File: src/design/rfp_pkg.sv
// ----------------------------------------------------------------------------
// rfp_pkg
// Shared widths, constants and types for the radial fade pixel pipeline.
// ----------------------------------------------------------------------------
package rfp_pkg;

  localparam int COORD_W         = 12;
  localparam int CHAN_W          = 8;
  localparam int CFG_W           = 12;
  localparam int CFG_IDX_W       = 2;
  localparam int DIST_FRAC       = 8;
  localparam int SCALE_FRAC_BITS = 16;

  // squared distance, radicand and root
  localparam int SQ_W        = 2 * COORD_W + 1;
  localparam int RADICAND_W  = SQ_W + 2 * DIST_FRAC;
  localparam int SQRT_STEPS  = (RADICAND_W + 1) / 2;
  localparam int RAD_PAD_W   = 2 * SQRT_STEPS;
  localparam int ROOT_W      = SQRT_STEPS;
  localparam int REM_W       = ROOT_W + 3;

  // scale division
  localparam int RAD8_W      = COORD_W + DIST_FRAC;
  localparam int SCALE_W     = SCALE_FRAC_BITS + 1;
  localparam int NUM_W       = RAD8_W + SCALE_FRAC_BITS - DIST_FRAC;
  localparam int DIV_STEPS   = SCALE_W;
  localparam int PROD_W      = CHAN_W + SCALE_W;
  localparam int PROD_HI_W   = PROD_W - SCALE_FRAC_BITS;

  localparam logic [SCALE_W-1:0] FLOOR_SCALE = SCALE_W'((1 << SCALE_FRAC_BITS) / 5);
  localparam logic [SCALE_W-1:0] UNITY_SCALE = SCALE_W'(1 << SCALE_FRAC_BITS);
  localparam logic [CHAN_W-1:0]  CHAN_MAX    = '1;

  // register map
  localparam logic [CFG_IDX_W-1:0] REG_CENTER_X    = CFG_IDX_W'(0);
  localparam logic [CFG_IDX_W-1:0] REG_CENTER_Y    = CFG_IDX_W'(1);
  localparam logic [CFG_IDX_W-1:0] REG_FADE_RADIUS = CFG_IDX_W'(2);

  localparam logic [COORD_W-1:0] RADIUS_RESET = COORD_W'(1);

  typedef struct packed {
    logic [CHAN_W-1:0] red;
    logic [CHAN_W-1:0] green;
    logic [CHAN_W-1:0] blue;
  } rgb_t;

endpackage

File: src/design/rfp_in_if.sv
// ----------------------------------------------------------------------------
// rfp_in_if
// Pixel request channel: coordinates and colour, valid/ready handshake.
// ----------------------------------------------------------------------------
interface rfp_in_if import rfp_pkg::*; ();
  logic               valid;
  logic               ready;
  logic [COORD_W-1:0] pixel_x;
  logic [COORD_W-1:0] pixel_y;
  logic [CHAN_W-1:0]  red_in;
  logic [CHAN_W-1:0]  green_in;
  logic [CHAN_W-1:0]  blue_in;

  modport source (output valid, pixel_x, pixel_y, red_in, green_in, blue_in,
                  input ready);
  modport sink   (input valid, pixel_x, pixel_y, red_in, green_in, blue_in,
                  output ready);
endinterface

File: src/design/rfp_out_if.sv
// ----------------------------------------------------------------------------
// rfp_out_if
// Faded pixel channel: colour only, valid/ready handshake.
// ----------------------------------------------------------------------------
interface rfp_out_if import rfp_pkg::*; ();
  logic              valid;
  logic              ready;
  logic [CHAN_W-1:0] red_out;
  logic [CHAN_W-1:0] green_out;
  logic [CHAN_W-1:0] blue_out;

  modport source (output valid, red_out, green_out, blue_out, input ready);
  modport sink   (input valid, red_out, green_out, blue_out, output ready);
endinterface

File: src/design/rfp_dist.sv
// ----------------------------------------------------------------------------
// rfp_dist
// Distance pipeline: offsets, sum of squares, then one root bit per stage.
// ----------------------------------------------------------------------------
module rfp_dist import rfp_pkg::*; (
  input  logic               clk,
  input  logic               rst,
  input  logic               en,
  input  logic               valid_in,
  input  logic [COORD_W-1:0] pixel_x,
  input  logic [COORD_W-1:0] pixel_y,
  input  rgb_t               side_in,
  input  logic [COORD_W-1:0] center_x,
  input  logic [COORD_W-1:0] center_y,
  output logic               valid_out,
  output logic [ROOT_W-1:0]  dist8,
  output rgb_t               side_out
);

  logic               vld_a;
  logic [COORD_W-1:0] dx;
  logic [COORD_W-1:0] dy;
  rgb_t               side_a;

  // offset stage
  always_ff @(posedge clk) begin
    if (rst) begin
      vld_a <= 1'b0;
    end else if (en) begin
      vld_a <= valid_in;
    end
    if (en) begin
      dx     <= (pixel_x >= center_x) ? pixel_x - center_x : center_x - pixel_x;
      dy     <= (pixel_y >= center_y) ? pixel_y - center_y : center_y - pixel_y;
      side_a <= side_in;
    end
  end

  // index 0 is the squares stage, 1..SQRT_STEPS are root stages
  logic [SQRT_STEPS:0]  vld;
  logic [ROOT_W-1:0]    root [SQRT_STEPS+1];
  logic [REM_W-1:0]     rem  [SQRT_STEPS];
  logic [RAD_PAD_W-1:0] rad  [SQRT_STEPS];
  rgb_t                 side [SQRT_STEPS+1];

  logic [2*COORD_W-1:0] dx_sq;
  logic [2*COORD_W-1:0] dy_sq;
  logic [SQ_W-1:0]      sq;

  assign dx_sq = dx * dx;
  assign dy_sq = dy * dy;
  assign sq    = {1'b0, dx_sq} + {1'b0, dy_sq};

  always_ff @(posedge clk) begin
    if (rst) begin
      vld[0] <= 1'b0;
    end else if (en) begin
      vld[0] <= vld_a;
    end
    if (en) begin
      root[0] <= '0;
      rem[0]  <= '0;
      rad[0]  <= RAD_PAD_W'({sq, {(2*DIST_FRAC){1'b0}}});
      side[0] <= side_a;
    end
  end

  for (genvar k = 1; k <= SQRT_STEPS; k++) begin : g_root
    logic [REM_W-1:0] cur;
    logic [REM_W-1:0] trial;
    logic             ge;

    // bring down the next two radicand bits, try root*4+1
    assign cur   = {rem[k-1][REM_W-3:0], rad[k-1][RAD_PAD_W-1 -: 2]};
    assign trial = REM_W'({root[k-1], 2'b01});
    assign ge    = cur >= trial;

    always_ff @(posedge clk) begin
      if (rst) begin
        vld[k] <= 1'b0;
      end else if (en) begin
        vld[k] <= vld[k-1];
      end
      if (en) begin
        root[k] <= {root[k-1][ROOT_W-2:0], ge};
        side[k] <= side[k-1];
      end
    end

    if (k < SQRT_STEPS) begin : g_carry
      always_ff @(posedge clk) begin
        if (en) begin
          rem[k] <= ge ? cur - trial : cur;
          rad[k] <= {rad[k-1][RAD_PAD_W-3:0], 2'b00};
        end
      end
    end
  end

  assign valid_out = vld[SQRT_STEPS];
  assign dist8     = root[SQRT_STEPS];
  assign side_out  = side[SQRT_STEPS];

endmodule

File: src/design/rfp_scale.sv
// ----------------------------------------------------------------------------
// rfp_scale
// Fade scale: (radius*256 - dist) * 256 / radius by restoring division,
// one quotient bit per stage, then the 0.2 floor.
// ----------------------------------------------------------------------------
module rfp_scale import rfp_pkg::*; (
  input  logic               clk,
  input  logic               rst,
  input  logic               en,
  input  logic               valid_in,
  input  logic [ROOT_W-1:0]  dist8,
  input  rgb_t               side_in,
  input  logic [COORD_W-1:0] fade_radius,
  output logic               valid_out,
  output logic [SCALE_W-1:0] scale,
  output rgb_t               side_out
);

  logic [RAD8_W-1:0]  rad8;
  logic               in_range;
  logic [RAD8_W-1:0]  diff;
  logic [NUM_W-1:0]   numer;
  logic [COORD_W:0]   divisor;

  assign rad8     = {fade_radius, {DIST_FRAC{1'b0}}};
  assign in_range = (fade_radius != '0) && (dist8 < ROOT_W'(rad8));
  assign diff     = rad8 - dist8[RAD8_W-1:0];
  assign numer    = in_range ? {diff, {(SCALE_FRAC_BITS-DIST_FRAC){1'b0}}} : '0;
  assign divisor  = {1'b0, fade_radius};

  // index 0 is the set-up stage; the quotient fits SCALE_W bits, so the
  // top numerator bits start out as the partial remainder
  logic [DIV_STEPS:0]   vld;
  logic [DIV_STEPS:0]   force_floor;
  logic [COORD_W-1:0]   rem  [DIV_STEPS];
  logic [DIV_STEPS-1:0] num  [DIV_STEPS];
  logic [SCALE_W-1:0]   quo  [DIV_STEPS+1];
  rgb_t                 side [DIV_STEPS+1];

  always_ff @(posedge clk) begin
    if (rst) begin
      vld[0] <= 1'b0;
    end else if (en) begin
      vld[0] <= valid_in;
    end
    if (en) begin
      rem[0]         <= COORD_W'(numer[NUM_W-1:DIV_STEPS]);
      num[0]         <= numer[DIV_STEPS-1:0];
      quo[0]         <= '0;
      force_floor[0] <= !in_range;
      side[0]        <= side_in;
    end
  end

  for (genvar k = 1; k <= DIV_STEPS; k++) begin : g_div
    logic [COORD_W:0] shifted;
    logic             ge;

    assign shifted = {rem[k-1], num[k-1][DIV_STEPS-1]};
    assign ge      = shifted >= divisor;

    always_ff @(posedge clk) begin
      if (rst) begin
        vld[k] <= 1'b0;
      end else if (en) begin
        vld[k] <= vld[k-1];
      end
      if (en) begin
        quo[k]         <= {quo[k-1][SCALE_W-2:0], ge};
        force_floor[k] <= force_floor[k-1];
        side[k]        <= side[k-1];
      end
    end

    if (k < DIV_STEPS) begin : g_carry
      logic [COORD_W:0] sub;
      assign sub = shifted - divisor;
      always_ff @(posedge clk) begin
        if (en) begin
          rem[k] <= ge ? sub[COORD_W-1:0] : shifted[COORD_W-1:0];
          num[k] <= {num[k-1][DIV_STEPS-2:0], 1'b0};
        end
      end
    end
  end

  logic vld_f;
  rgb_t side_f;

  always_ff @(posedge clk) begin
    if (rst) begin
      vld_f <= 1'b0;
    end else if (en) begin
      vld_f <= vld[DIV_STEPS];
    end
    if (en) begin
      scale  <= (force_floor[DIV_STEPS] || quo[DIV_STEPS] < FLOOR_SCALE) ?
                FLOOR_SCALE : quo[DIV_STEPS];
      side_f <= side[DIV_STEPS];
    end
  end

  assign valid_out = vld_f;
  assign side_out  = side_f;

  // inside the radius the ratio never exceeds one
  a_quo_unity: assert property (@(posedge clk) disable iff (rst)
    (vld[DIV_STEPS] && !force_floor[DIV_STEPS]) |-> quo[DIV_STEPS] <= UNITY_SCALE)
    else $error("scale quotient above unity");

  a_floor_held: assert property (@(posedge clk) disable iff (rst)
    valid_out |-> (scale >= FLOOR_SCALE && scale <= UNITY_SCALE))
    else $error("scale outside floor..unity");

endmodule

File: src/design/rfp_lane.sv
// ----------------------------------------------------------------------------
// rfp_lane
// One colour lane: channel times scale, registered.
// ----------------------------------------------------------------------------
module rfp_lane import rfp_pkg::*; (
  input  logic               clk,
  input  logic               en,
  input  logic [CHAN_W-1:0]  chan,
  input  logic [SCALE_W-1:0] scale,
  output logic [PROD_W-1:0]  prod
);

  always_ff @(posedge clk) begin
    if (en) begin
      prod <= PROD_W'(chan) * PROD_W'(scale);
    end
  end

endmodule

File: src/design/radial_fade_pixel_top.sv
// ----------------------------------------------------------------------------
// radial_fade_pixel_top
// Radial vignette fade of an RGB pixel stream.
// ----------------------------------------------------------------------------
// Usage:
//   pix_in carries one request per pixel: column, row and 8-bit R/G/B.
//   pix_out returns the faded colour, one result per request, in order.
//   Both use valid/ready; a transfer happens when both are high.
//   Centre and radius are written through cfg_we/cfg_index/cfg_data
//   (0 centre x, 1 centre y, 2 radius; other indexes are dropped) and
//   must only change while nothing is in flight.
// Pipeline:
//   Request to result: offsets, squares, 21 root stages, division set-up,
//   17 quotient stages, floor, three channel lanes and the merge/output
//   register. Throughput is one pixel per clock unless pix_out stalls;
//   no pixel depends on another.
// Stall:
//   The whole pipeline holds while a result waits and pix_out.ready is
//   low; pix_in.ready drops only then.
// Reset:
//   rst empties the pipeline, sets the centre to 0,0 and the radius to 1.
// ----------------------------------------------------------------------------
module radial_fade_pixel_top import rfp_pkg::*; (
  input  logic                 clk,
  input  logic                 rst,
  rfp_in_if.sink               pix_in,
  rfp_out_if.source            pix_out,
  input  logic                 cfg_we,
  input  logic [CFG_IDX_W-1:0] cfg_index,
  input  logic [CFG_W-1:0]     cfg_data
);

  logic [COORD_W-1:0] center_x;
  logic [COORD_W-1:0] center_y;
  logic [COORD_W-1:0] fade_radius;

  always_ff @(posedge clk) begin
    if (rst) begin
      center_x    <= '0;
      center_y    <= '0;
      fade_radius <= RADIUS_RESET;
    end else if (cfg_we) begin
      unique case (cfg_index)
        REG_CENTER_X:    center_x    <= cfg_data[COORD_W-1:0];
        REG_CENTER_Y:    center_y    <= cfg_data[COORD_W-1:0];
        REG_FADE_RADIUS: fade_radius <= cfg_data[COORD_W-1:0];
        default: ;
      endcase
    end
  end

  logic advance;
  logic out_vld;

  assign advance      = !out_vld || pix_out.ready;
  assign pix_in.ready = advance;

  rgb_t pix_rgb;
  assign pix_rgb = '{red: pix_in.red_in, green: pix_in.green_in, blue: pix_in.blue_in};

  logic              dist_vld;
  logic [ROOT_W-1:0] dist8;
  rgb_t              dist_rgb;

  rfp_dist u_dist (
    .clk       (clk),
    .rst       (rst),
    .en        (advance),
    .valid_in  (pix_in.valid),
    .pixel_x   (pix_in.pixel_x),
    .pixel_y   (pix_in.pixel_y),
    .side_in   (pix_rgb),
    .center_x  (center_x),
    .center_y  (center_y),
    .valid_out (dist_vld),
    .dist8     (dist8),
    .side_out  (dist_rgb)
  );

  logic               scale_vld;
  logic [SCALE_W-1:0] scale;
  rgb_t               scale_rgb;

  rfp_scale u_scale (
    .clk         (clk),
    .rst         (rst),
    .en          (advance),
    .valid_in    (dist_vld),
    .dist8       (dist8),
    .side_in     (dist_rgb),
    .fade_radius (fade_radius),
    .valid_out   (scale_vld),
    .scale       (scale),
    .side_out    (scale_rgb)
  );

  logic              lane_vld;
  logic [PROD_W-1:0] prod_r;
  logic [PROD_W-1:0] prod_g;
  logic [PROD_W-1:0] prod_b;

  rfp_lane u_lane_r (.clk(clk), .en(advance), .chan(scale_rgb.red),   .scale(scale),
                     .prod(prod_r));
  rfp_lane u_lane_g (.clk(clk), .en(advance), .chan(scale_rgb.green), .scale(scale),
                     .prod(prod_g));
  rfp_lane u_lane_b (.clk(clk), .en(advance), .chan(scale_rgb.blue),  .scale(scale),
                     .prod(prod_b));

  always_ff @(posedge clk) begin
    if (rst) begin
      lane_vld <= 1'b0;
    end else if (advance) begin
      lane_vld <= scale_vld;
    end
  end

  // merge: drop the fraction and clamp each lane
  logic [PROD_HI_W-1:0] hi_r;
  logic [PROD_HI_W-1:0] hi_g;
  logic [PROD_HI_W-1:0] hi_b;
  logic [CHAN_W-1:0]    red_q;
  logic [CHAN_W-1:0]    green_q;
  logic [CHAN_W-1:0]    blue_q;

  assign hi_r = prod_r[PROD_W-1:SCALE_FRAC_BITS];
  assign hi_g = prod_g[PROD_W-1:SCALE_FRAC_BITS];
  assign hi_b = prod_b[PROD_W-1:SCALE_FRAC_BITS];

  always_ff @(posedge clk) begin
    if (rst) begin
      out_vld <= 1'b0;
    end else if (advance) begin
      out_vld <= lane_vld;
    end
    if (advance) begin
      red_q   <= (hi_r > PROD_HI_W'(CHAN_MAX)) ? CHAN_MAX : hi_r[CHAN_W-1:0];
      green_q <= (hi_g > PROD_HI_W'(CHAN_MAX)) ? CHAN_MAX : hi_g[CHAN_W-1:0];
      blue_q  <= (hi_b > PROD_HI_W'(CHAN_MAX)) ? CHAN_MAX : hi_b[CHAN_W-1:0];
    end
  end

  assign pix_out.valid     = out_vld;
  assign pix_out.red_out   = red_q;
  assign pix_out.green_out = green_q;
  assign pix_out.blue_out  = blue_q;

  // back-pressure is the only reason to refuse a request
  a_stall_source: assert property (@(posedge clk) disable iff (rst)
    !pix_in.ready |-> (pix_out.valid && !pix_out.ready))
    else $error("request refused without output stall");

  // scale never exceeds unity, so no lane should need the clamp
  a_lane_range: assert property (@(posedge clk) disable iff (rst)
    lane_vld |-> (hi_r <= PROD_HI_W'(CHAN_MAX) && hi_g <= PROD_HI_W'(CHAN_MAX) &&
                  hi_b <= PROD_HI_W'(CHAN_MAX)))
    else $error("lane product above channel range");

  a_reset_empty: assert property (@(posedge clk)
    rst |=> !pix_out.valid)
    else $error("result valid straight after reset");

endmodule
File: src/flat_wrapper.sv
// flat-port wrapper written by rule: the top's interface ports become plain ports
module radial_fade_pixel_top_flat import rfp_pkg::*;
  (clk, rst, cfg_we, cfg_index, cfg_data, pix_in_valid, pix_in_pixel_x, pix_in_pixel_y, pix_in_red_in, pix_in_green_in, pix_in_blue_in, pix_in_ready, pix_out_valid, pix_out_red_out, pix_out_green_out, pix_out_blue_out, pix_out_ready);
  rfp_in_if pix_in_i ();
  rfp_out_if pix_out_i ();
  input  logic clk;
  input  logic rst;
  input  logic cfg_we;
  input  logic [CFG_IDX_W-1:0] cfg_index;
  input  logic [CFG_W-1:0] cfg_data;
  input wire logic [$bits(pix_in_i.valid)-1:0] pix_in_valid;
  input wire logic [$bits(pix_in_i.pixel_x)-1:0] pix_in_pixel_x;
  input wire logic [$bits(pix_in_i.pixel_y)-1:0] pix_in_pixel_y;
  input wire logic [$bits(pix_in_i.red_in)-1:0] pix_in_red_in;
  input wire logic [$bits(pix_in_i.green_in)-1:0] pix_in_green_in;
  input wire logic [$bits(pix_in_i.blue_in)-1:0] pix_in_blue_in;
  output wire logic [$bits(pix_in_i.ready)-1:0] pix_in_ready;
  output wire logic [$bits(pix_out_i.valid)-1:0] pix_out_valid;
  output wire logic [$bits(pix_out_i.red_out)-1:0] pix_out_red_out;
  output wire logic [$bits(pix_out_i.green_out)-1:0] pix_out_green_out;
  output wire logic [$bits(pix_out_i.blue_out)-1:0] pix_out_blue_out;
  input wire logic [$bits(pix_out_i.ready)-1:0] pix_out_ready;
  assign pix_in_i.valid = pix_in_valid;
  assign pix_in_i.pixel_x = pix_in_pixel_x;
  assign pix_in_i.pixel_y = pix_in_pixel_y;
  assign pix_in_i.red_in = pix_in_red_in;
  assign pix_in_i.green_in = pix_in_green_in;
  assign pix_in_i.blue_in = pix_in_blue_in;
  assign pix_in_ready = pix_in_i.ready;
  assign pix_out_valid = pix_out_i.valid;
  assign pix_out_red_out = pix_out_i.red_out;
  assign pix_out_green_out = pix_out_i.green_out;
  assign pix_out_blue_out = pix_out_i.blue_out;
  assign pix_out_i.ready = pix_out_ready;
  radial_fade_pixel_top u_core (.clk(clk), .rst(rst), .pix_in(pix_in_i), .pix_out(pix_out_i), .cfg_we(cfg_we), .cfg_index(cfg_index), .cfg_data(cfg_data));
endmodule
File: config.mk
export PLATFORM = sky130hd
export DESIGN_NAME = radial_fade_pixel_top_flat
export DESIGN_NICKNAME = d
export VERILOG_FILES = /design/src/design/rfp_pkg.sv /design/src/design/rfp_in_if.sv /design/src/design/rfp_out_if.sv /design/src/design/rfp_dist.sv /design/src/design/rfp_scale.sv /design/src/design/rfp_lane.sv /design/src/design/radial_fade_pixel_top.sv /design/src/flat_wrapper.sv
export SDC_FILE = /design/constraint.sdc
export NUM_CORES = 2
export LEC_CHECK = 0
export ABC_AREA = 0
export BUFFER_PORTS_ARGS = -buffer_cell sky130_fd_sc_hd__buf_2
export CAP_MARGIN = 20
export CORE_MARGIN = 5
export CORE_UTILIZATION = 44
export CTS_CLUSTER_DIAMETER = 30
export CTS_CLUSTER_SIZE = 14
export DETAILED_ROUTE_END_ITERATION = 10
export GPL_TIMING_DRIVEN = 0
export HOLD_SLACK_MARGIN = 0.05
export SETUP_SLACK_MARGIN = 0.1
export SLEW_MARGIN = 20
export SYNTH_ARGS = -nofsm -noshare
export SYNTH_HDL_FRONTEND = slang
export SYNTH_SLANG_ARGS = --single-unit
File: constraint.sdc
create_clock -name clk -period 74.8 [get_ports clk]
set_input_delay 7.48 -clock clk [delete_from_list [all_inputs] [get_ports clk]]
set_output_delay 7.48 -clock clk [all_outputs]
set_load 0.03 [all_outputs]
==> results.tsv <==
metric	value	unit
DR iter-0 viols	4189	
Detail Route Antenna Nets	0	
Starting Density	0.4426	
commonest non-fill, non-tap cells in the layout	2332 x edfxtp_1, 1007 x inv_1, 825 x nand2_1	
EDFF count, synth	2332	
Synth Cell Area	121200	um^2
Most common cell on crit path	buf_2	
CTS tree	built	
CP max-delay cell	clkbuf_1	
CP Cell Sequence	buf_2 > nor2b_1 > clkbuf_1 > clkinv_1 > clkbuf_8 > buf_2	
Core Rows	192	
Avg Cell Area, Syn	13.23	um^2
Die H	534.8	um
Yosys cell types	101	
Gates resized, CTS repair	0	
top-area cell type share of the netlist area	0.5778	
area post-placement	127000	um^2
YS warnings	0	
TritonCTS Buffers	478	
relative slew slack	0.2509	
CP Class	in -> out	
Post-DP HPWL	166600	um
flops & latches, synth	2412	
Die W	534.8	um
Vias per Instance	5.122	
fmax	61.04	MHz
total gr overflow	0	
layout cell share with drive strength beyond 1	0.1135	
RSZ-0062 raised after global routing	no	
commonest non-fill, non-tap cell in the layout	edfxtp_1	
Period minus WS final	16380	ps
Async SR Flop Fraction	0	
Root Driver	clkbuf_16	
initial antenna violation count	11	
design area	144100	um^2
core footprint	273900	um^2
non-filler cells, final	13780	
Largest delay share family, worst path	buffers and inverters	
I/O Pins	93	
Most Crowded Layer GR	met2	
GR Util met2	0.2709	
global-route met3 utilization	0.02964	
Clock Tree Buf Depth	4	
Worst Clk Skew	90.91	ps
status	finished, final reports clean	
number of global-route vias before repair	73670	
routed vias	70560	
post-layout util	0.5261	
final hold vios	0	
setup TNS	0	ps
Worst Path Max Fanout	30	
routed wire length	236300	um
Final nets	11070	
global-route usage over all layers	0.1643	
drt drc	0	
register clock-pin slew on the reported worst setup and hold paths	50	ps
Slew Limit Fails	0	
critical path buffer and inverter count	5	
max_cap viols	0	
largest net degree at the start of global routing	103	
period utilisation layout	0.2190	
Critical Path AT	8900	ps
Layout Area Growth over Synthesis	18.87	%
CP endpoint kind	output port	
H-tree Lvls	5	
PortBufs	91	
Synth area leaders	edfxtp_1 58%, fa_1 8.2%, ha_1 7.6%	
Slew @ Worst Pin	1124	ps
cell count after synthesis	9164	
met1 usage	0.2218	
post-CTS setup buffers	0	
critical path required time	67320	ps
CTS sink count	2412	
Pre-antenna DRT Iters	5	
cts hold-fix bufs	0	
hold crit path type	reg -> reg	
post-synthesis sequential area ratio	0.5910	
first-pass GRT wire length	385000	um
Critical Path Source Type	input port	
clk_lat worst skew	930	ps
WL/cell	17.16	um
Synth area leader	edfxtp_1	
Net Count, Synth	10460	
ys flop type	edfxtp_1	
final setup violation count	0	
GPL Wtd Cong	0.8658	
Placed Cells	12880	
die area	286100	um^2
CP peak stage delay	340	ps
[metrics by stage]
step,hold WS [ps],worst slack [ps]
after global routing,354.3,58180
after global placement,400.2,15870
final,344.2,58420
after detailed placement,404.5,58390
after CTS,346.6,58380
after floorplan,400.3,30290
[per-layer routing]
metal / wire (um) / vias up
met5: 14 / -
met4: 6465 / 2
met3: 10730 / 467
met2: 111900 / 1494
met1: 107300 / 34560
li1: - / 34040
[worst paths after layout]
kind	slack (ps)	to	depth (start not counted)	startpoint
worst max-delay path	58420	pix_in_ready	6	pix_out_ready
worst min-delay path	340	u_core.u_dist.side[4][3]	0	u_core.u_dist.side[3][75]
worst max register to register	67260	u_core.u_dist.rad[0][37]	24	u_core.u_dist.dx[8]
worst min register to register	340	u_core.u_dist.side[4][3]	0	u_core.u_dist.side[3][75]
[area by class of cell]
type	instances	area [um^2]
Fill cell	22940	129800
Sequential cell	2412	71630
Multi-Input combinational cell	5533	44980
Clock buffer	521	12270
Clock inverter	377	4762
Tap cell	3589	4491
Inverter	1022	3836
Timing Repair Buffer	124	1326
Buffer	197	769.5
Antenna cell	1	2.502
[flip-flops by register name, summed over array words and instances, names as in the netlist, 18 cells and up]
name                        count
u_core.u_dist.rad             181
u_core.u_dist.rem             401
u_core.u_dist.root            231
u_core.u_dist.side            528
u_core.u_dist.side_a           24
u_core.u_dist.vld              21
u_core.u_scale.force_floor     18
u_core.u_scale.num             45
u_core.u_scale.quo            153
u_core.u_scale.rem            203
u_core.u_scale.side           432
u_core.u_scale.side_out        24
u_core.u_scale.vld             18
[synthesized netlist by cell type, types with 49 or more instances]
cell and count:
nand2_1 825, nor2b_1 84, mux2i_1 49, nand2b_1 59, or3_1 68, nor2_1 419
and2_1 254, ha_1 739, dfxtp_1 80, a21oi_1 400, o21a_1 59, inv_1 1016
nand4_1 67, edfxtp_1 2332, nor3_1 141, a21o_1 192, nand3_1 99, mux2_2 101
clkbuf_1 184, xnor2_1 257, xor2_1 219, fa_1 494, o21ai_0 334
[kinds of logic after synthesis]
group	after synthesis	share of synthesized area
other	1	0.00003094
flip-flops	2412	0.5910
buffers and inverters	1219	0.03791
multiplexers	181	0.01631
AND/OR/NAND/NOR	2244	0.08979
adder cells (fa/ha/maj)	1233	0.1579
XOR/XNOR	477	0.03453
AO/OA/AOI/OAI	1397	0.07256
Power is not shown: default switching activity piles up to over one toggle a cycle in this logic, so the estimate is an artifact.
